`src/rtl/bfa_pkg.sv`:
```
// Shared types and constants for the bitmap frame allocator.
package bfa_pkg;

  localparam int MAX_FRAMES = 4096;
  localparam int WORD_BITS  = 32;
  localparam int MAP_WORDS  = (MAX_FRAMES + WORD_BITS - 1) / WORD_BITS;
  localparam int FRAME_W    = 12;
  localparam int BIT_W      = $clog2(WORD_BITS);
  localparam int WORD_AW    = FRAME_W - BIT_W;
  localparam int LIMIT_W    = $clog2(MAP_WORDS + 1);
  localparam int FC_W       = 13;
  localparam logic [FC_W-1:0] FC_RESET = FC_W'(MAX_FRAMES);
  localparam logic [FC_W-1:0] FC_MAX   = FC_W'(MAX_FRAMES);

  typedef enum logic [1:0] {
    OP_ALLOC = 2'd0,
    OP_FREE  = 2'd1,
    OP_TEST  = 2'd2,
    OP_MARK  = 2'd3
  } opcode_t;

  typedef enum logic [1:0] {
    ST_OK        = 2'd0,
    ST_NO_FREE   = 2'd1,
    ST_NO_CHANGE = 2'd2
  } status_t;

  typedef struct packed {
    logic [1:0]         opcode;
    logic [FRAME_W-1:0] page_frame;
    logic               kernel_mode;
    logic               rw_page;
  } req_t;

  typedef struct packed {
    logic [FRAME_W-1:0] frame_number;
    logic               present;
    logic               writable;
    logic               user;
    logic [1:0]         status;
    logic               bit_set;
  } res_t;

  typedef enum logic [2:0] {
    S_IDLE,
    S_RD,
    S_SCAN,
    S_EXEC,
    S_DONE
  } state_t;

  typedef enum logic [2:0] {
    RES_HOLD,
    RES_NO_CHANGE,
    RES_NO_FREE,
    RES_EXEC,
    RES_ALLOC
  } res_sel_t;

  typedef struct packed {
    logic     capture;
    logic     rd_en;
    logic     rd_scan;
    logic     scan_adv;
    res_sel_t res_sel;
  } cmd_t;

  typedef struct packed {
    logic [1:0] opcode;
    logic       pf_zero;
    logic       limit_zero;
    logic       word_full;
    logic       scan_last;
  } stat_t;

endpackage

```
`src/rtl/bfa_ctrl.sv`:
```
// Request sequencer for the bitmap frame allocator.
module bfa_ctrl (
  input  logic           clk,
  input  logic           rst_n,
  input  logic           start,
  output logic           busy,
  output logic           done,
  input  bfa_pkg::stat_t stat,
  output bfa_pkg::cmd_t  cmd
);

  bfa_pkg::state_t state_r, state_nxt;

  always_ff @(posedge clk) begin
    if (!rst_n) begin
      state_r <= bfa_pkg::S_IDLE;
    end else begin
      state_r <= state_nxt;
    end
  end

  always_comb begin
    state_nxt    = state_r;
    cmd.capture  = 1'b0;
    cmd.rd_en    = 1'b0;
    cmd.rd_scan  = 1'b0;
    cmd.scan_adv = 1'b0;
    cmd.res_sel  = bfa_pkg::RES_HOLD;
    busy         = (state_r != bfa_pkg::S_IDLE);
    done         = 1'b0;
    unique case (state_r)
      bfa_pkg::S_IDLE: begin
        if (start) begin
          cmd.capture = 1'b1;
          state_nxt   = bfa_pkg::S_RD;
        end
      end
      bfa_pkg::S_RD: begin
        priority if (stat.opcode == bfa_pkg::OP_ALLOC && !stat.pf_zero) begin
          cmd.res_sel = bfa_pkg::RES_NO_CHANGE;
          state_nxt   = bfa_pkg::S_DONE;
        end else if (stat.opcode == bfa_pkg::OP_FREE && stat.pf_zero) begin
          cmd.res_sel = bfa_pkg::RES_NO_CHANGE;
          state_nxt   = bfa_pkg::S_DONE;
        end else if (stat.opcode == bfa_pkg::OP_ALLOC && stat.limit_zero) begin
          cmd.res_sel = bfa_pkg::RES_NO_FREE;
          state_nxt   = bfa_pkg::S_DONE;
        end else if (stat.opcode == bfa_pkg::OP_ALLOC) begin
          cmd.rd_en = 1'b1;
          state_nxt = bfa_pkg::S_SCAN;
        end else begin
          cmd.rd_en = 1'b1;
          state_nxt = bfa_pkg::S_EXEC;
        end
      end
      bfa_pkg::S_SCAN: begin
        priority if (!stat.word_full) begin
          cmd.res_sel = bfa_pkg::RES_ALLOC;
          state_nxt   = bfa_pkg::S_DONE;
        end else if (stat.scan_last) begin
          cmd.res_sel = bfa_pkg::RES_NO_FREE;
          state_nxt   = bfa_pkg::S_DONE;
        end else begin
          cmd.rd_en    = 1'b1;
          cmd.rd_scan  = 1'b1;
          cmd.scan_adv = 1'b1;
        end
      end
      bfa_pkg::S_EXEC: begin
        cmd.res_sel = bfa_pkg::RES_EXEC;
        state_nxt   = bfa_pkg::S_DONE;
      end
      bfa_pkg::S_DONE: begin
        done      = 1'b1;
        state_nxt = bfa_pkg::S_IDLE;
      end
      default: begin
        state_nxt = bfa_pkg::S_IDLE;
      end
    endcase
  end

endmodule

```
`config.mk`:
```
export PLATFORM = sky130hd
export DESIGN_NAME = bfa_ctrl
export DESIGN_NICKNAME = d
export VERILOG_FILES = /design/src/rtl/bfa_pkg.sv /design/src/rtl/bfa_ctrl.sv
export SDC_FILE = /design/constraint.sdc
export NUM_CORES = 1
export LEC_CHECK = 0
export BUFFER_PORTS_ARGS = -buffer_cell sky130_fd_sc_hd__buf_4
export CORE_AREA = 2 2 39 41
export CTS_CLUSTER_SIZE = 25
export DETAILED_ROUTE_END_ITERATION = 6
export DIE_AREA = 0 0 41 43
export GPL_TIMING_DRIVEN = 0
export HOLD_SLACK_MARGIN = 0.05
export PLACE_DENSITY_LB_ADDON = 0.25
export SETUP_SLACK_MARGIN = 0.5
export SLEW_MARGIN = 25
export SYNTH_ARGS = -nofsm -noshare
export SYNTH_HDL_FRONTEND = slang
export SYNTH_SLANG_ARGS = --single-unit
```
`constraint.sdc`:
```
create_clock -name clk -period 1.3 [get_ports clk]
set_clock_uncertainty 0.1 [all_clocks]
set_input_delay 0.13 -clock clk [delete_from_list [all_inputs] [get_ports clk]]
set_output_delay 0.13 -clock clk [all_outputs]
set_load 0.01 [all_outputs]
```
# Yosys cells after proc, flatten, opt, wreduce, memory -nomap -nowiden
# Cells that the tools add are included.
# word_totals
ff_bits	3
input_bits	9
output_inout_bits	9
word_cells	40
# op_classes
eq_ne	7
n_mux	24
reduce_logical	8
# op_table
op	count
two-way mux 3 bit	9
case mux 3 bit (4 select lines)	1
two-way mux 2 bit	5
case mux 3 bit (3 select lines)	1
two-way mux 1 bit	7
equality test 3 x 2 -> 1 bit, second input constant	2
equality test 3 x 1 -> 1 bit, second input constant	1
equality test 3 bit, second input constant	1
logical AND 1 bit	3
logical NOT 3 bit	1
inequality test 3 bit, second input constant	1
nonzero test 3 bit	1
equality test 2 x 1 -> 1 bit, second input constant	1
logical NOT 2 bit	1
inequality test 2 bit, second input constant	1
case mux 1 bit (2 select lines)	1
AND reduction 2 bit	1
logical NOT 1 bit	1

# Longest topological paths before layout
# depth
word_depth	6
depth_mapped	5
mapped_depth_nobuf	4

# Least setup slack after synthesis
# OpenSTA, ideal clock, no wires.
# synth_timing
path_kind	register to output
startpoint	register state_r[0]
endpoint	output cmd[4] (netlist bit)
arrival_time_ns	1.212
t_required_ns	1.070
slack_ns	-0.142
path_stages_with_launch	5
path_buffers	2
cell_sequence	dfxtp_1 > buf_2 > or3b_4 > nor2_1 > buf_4
# synth_lines
item	line	text
start, declared	bfa_ctrl.sv:12	bfa_pkg::state_t state_r, state_nxt;
start signal, assigned	bfa_ctrl.sv:16	state_r <= bfa_pkg::S_IDLE;
start signal, assigned	bfa_ctrl.sv:18	state_r <= state_nxt;
end, declared	bfa_ctrl.sv:9	output bfa_pkg::cmd_t cmd

==> results.txt <==
- Number of flip-flops in the largest register: 3
* Data arrival time at the worst-slack endpoint: 1340 ps
- Maximum number of pins on one net before global-route repair: 7
* Maximum clock frequency: 636 MHz
* Part of the total power dissipated in the clock network: 0.289
- In this run, the number of DRC markers left after iteration 0 of detailed routing was 0.
- Total number of vias: 364
- Total number of nets in the final design: 72
- Setup violations remaining at the end of the flow were counted as 11.
* Critical path data required time: 1070 ps
- Tot GR Track Use: 0.101
- Post-placement worst setup slack: -63.2 ps
* Met3 global-route usage: 0.0471
- Compared with the post-synthesis result, the final layout area differs by 98.7%.
* CP endpoint kind: primary output
* Leakage Power: 0.263 nW
* Cells along the critical path: buf_6 > or3b_4 > nor2_4 > buf_6 > buf_6
- Antenna violations before repair: 0
* Ant. Diodes: 0
* Remaining global-route overflow: 0
- From left edge to right edge, the die measures 41 um.
- In this run the power density over the cells is 1010 nW/um^2.
- Count of placed standard cells in the final layout, fillers left out: 78
- At the pin with the least slew margin, the transition time is 339 ps.
- Via count of the first global-routing pass: 343
* Headroom to the max-slew limit: 0.774
- The initial utilization of the core area, before any placement, comes to 0.203.
- Clock-pin slew was measured on the worst setup and hold paths at 40 ps.
- TritonCTS built the clock tree.
- No sink is reached through more buffers than the 2 on the longest clock path.
- Final weighted congestion in routability-driven placement: 0.698
* Most frequent cells in the layout: sky130_fd_sc_hd__buf_4, sky130_fd_sc_hd__buf_6, sky130_fd_sc_hd__nor2b_1, sky130_fd_sc_hd__clkbuf_4
* Failing checks: negative setup slack
- The netlist uses 21 different library cells.
- Maximum capacitance violations: 0
- Vias per cell: 4.67
- Largest delay contributor family on the critical path: simple AND/OR/NAND/NOR gates
- Counting the fill cells in the layout gives 152.
- Cell at the root of the clock tree: sky130_fd_sc_hd__clkbuf_4
* Max H-tree Level: 1
* Most common cell after layout, fill and taps aside: sky130_fd_sc_hd__buf_4
* First-pass detailed-route iteration total: 1
* Post-detail-place hpwl: 586 um
* Net switching share of the total power: 0.333
* Worst R2R Path Depth: 5
* Rows: 14
- Largest registers: state_r x3
- The worst hold path was traced through 3 stages.
* Remaining antenna violation count: 0
- The first global-routing pass estimated 1.24 mm of wire.
- In this run the most used layer during global routing was met2.
* Post-layout util: 0.404
- CTS saw 3 sinks.
- The run finished, with violations left.
* Syn_area_per_cell: 7.61 um^2
- The critical path runs through a total of 5 cells.
* Cell repeated most along the worst path: sky130_fd_sc_hd__buf_6
- In this run, CTS created clock tree buffers numbering 3.
- Of the total power, registers draw 0.204.
* Combinational share of power: 0.507
- Buffering stage count on the worst path with inverters included: 3
- Drc violations: 0
* Warnings, synthesis: 0
- STA classifies the critical path startpoint as a flip-flop.
- Counting every net in the synthesized netlist gives 46.
- The die covers 1760 um^2.
* Slew Viols, Final: 0
- Along the worst path, the maximum fanout reaches 4.
- I/O pin cnt: 18
* Internal Pwr Total: 379 uW
* Critical path class: flip-flop to primary output
* Number of buffer cells added on primary ports: 17
- Setup_tns: -1520 ps
- For this block, the routed nets add up to 828 um of wire.
* Worst path setup slack after routing: -273 ps
* Maximum vdd ir drop: 0.539 mV
* Routing usage on met1: 0.112
- Proportion of synthesized chip area in sequential cells: 0.213
* Critical Path Slowest Stage Cell: sky130_fd_sc_hd__or3b_4
* Cell Count Post-Placement: 70
- Min Tclk post-route: 1570 ps
- The final hold violation count is 0.
- Path type of the worst min-delay path: input port to flip-flop
- In this run the vertical extent of the chip is 43 um.
- Net switching power figure: 189 uW
- After synthesis the netlist holds a flip-flop and latch count of 3.
- Later-pin clock latency in the skew report: 230 ps
- The cell area that synthesis handed to floorplanning was 282 um^2.
* Register bank with the most flops: state_r
- Ratio of final minimum period to clock period: 1.21
* Cells after synthesis: 37
- Power consumption: 568 uW
- Setup repair after global routing missed its margin: yes
* Layout cell share with drive strength beyond 1: 0.645
* Placeable core area: 1380 um^2
- Wire length per cell after detailed routing: 10.6 um
- CP peak stage delay: 400 ps
- In the global route stage, met2 resource usage came out at 0.169.
==> layout make-up <==
cell class / count / area, um^2 / share of cell area
timing repair buffer: 21 / 169 / 0.302
clock buffer: 4 / 26.3 / 0.0470
tap: 16 / 20.0 / 0.0358
inverter: 3 / 11.3 / 0.0201
buffer: 3 / 33.8 / 0.0604
sequential: 3 / 62.6 / 0.112
multi-input combinational: 28 / 236 / 0.423
==> tightest hold or removal path: stages <==
cell,delay (ps)
sky130_fd_sc_hd__buf_4,120
sky130_fd_sc_hd__o21ai_2,50
sky130_fd_sc_hd__a21oi_1,30
==> cells by family after synthesis <==
group                  synth area share
DFF                               0.213
and+or+nand+nor                   0.378
AOI/OAI and AO/OA                 0.298
buffers and inverters             0.111
==> power groups by stage <==
stage                     sequential [mW]  clock (mW)  combinational [mW]
after floorplan                     0.114           0               0.138
after global placement              0.115           0               0.227
after detailed placement            0.116           0               0.226
after CTS                           0.114       0.169               0.256
after global routing                0.117       0.178               0.313
final                               0.116       0.164               0.288
==> synth_stat cells <==
library cell,n,area share
sky130_fd_sc_hd__a2111o_1,1,0.040
sky130_fd_sc_hd__a21o_2,1,0.031
sky130_fd_sc_hd__a21oi_1,3,0.053
sky130_fd_sc_hd__buf_2,1,0.018
sky130_fd_sc_hd__buf_4,2,0.053
sky130_fd_sc_hd__dfxtp_1,3,0.21
sky130_fd_sc_hd__inv_1,3,0.040
sky130_fd_sc_hd__nand2_1,2,0.027
sky130_fd_sc_hd__nand2b_4,1,0.049
sky130_fd_sc_hd__nand4b_1,1,0.031
sky130_fd_sc_hd__nor2_1,2,0.027
sky130_fd_sc_hd__nor2b_1,3,0.067
sky130_fd_sc_hd__nor3_1,3,0.053
sky130_fd_sc_hd__nor3b_1,2,0.053
sky130_fd_sc_hd__nor4b_1,1,0.031
sky130_fd_sc_hd__o2111a_1,1,0.040
sky130_fd_sc_hd__o211a_1,1,0.036
sky130_fd_sc_hd__o21ai_0,1,0.018
sky130_fd_sc_hd__o21ai_1,3,0.053
sky130_fd_sc_hd__o31ai_1,1,0.027
sky130_fd_sc_hd__or3b_4,1,0.040
==> path summary, 6_finish.rpt <==
check / startpoint / end / slack [ps]
worst min-delay path: rst_n / state_r[0]$_SDFFE_PN0P_ / 50
worst max-delay path: state_r[0]$_SDFFE_PN0P_ / cmd[4] / -270
worst max register to register: state_r[0]$_SDFFE_PN0P_ / state_r[0]$_SDFFE_PN0P_ / -30
worst min register to register: state_r[2]$_SDFFE_PN0P_ / state_r[0]$_SDFFE_PN0P_ / 520
==> per-stage QoR <==
stage	cell area (um^2)	hold WS, ps
after floorplan	308	164
after global placement	455	318
after detailed placement	455	312
after CTS	522	72.0
after global routing	559	61.4
final	559	51.9
==> metal layers <==
layer	part of all wire	wire length, um	up-vias
met3	0.077	64	0
met1	0.40	334	166
met4	0	0	0
met2	0.52	428	12
li1	-	-	186
met5	0	0	-
==> what timing repair did <==
| item | 4_1_cts | 5_1_grt |
|---|---|---|
| pin swaps | 3 | 4 |
| hold buffers | 0 | 0 |
| endpoints found under the hold margin | 0 | 0 |
| setup buffers | 3 | 1 |
| setup endpoints to repair | 12 | 12 |
| resized for setup | 4 | 8 |
(Power assumes the default switching activity.)
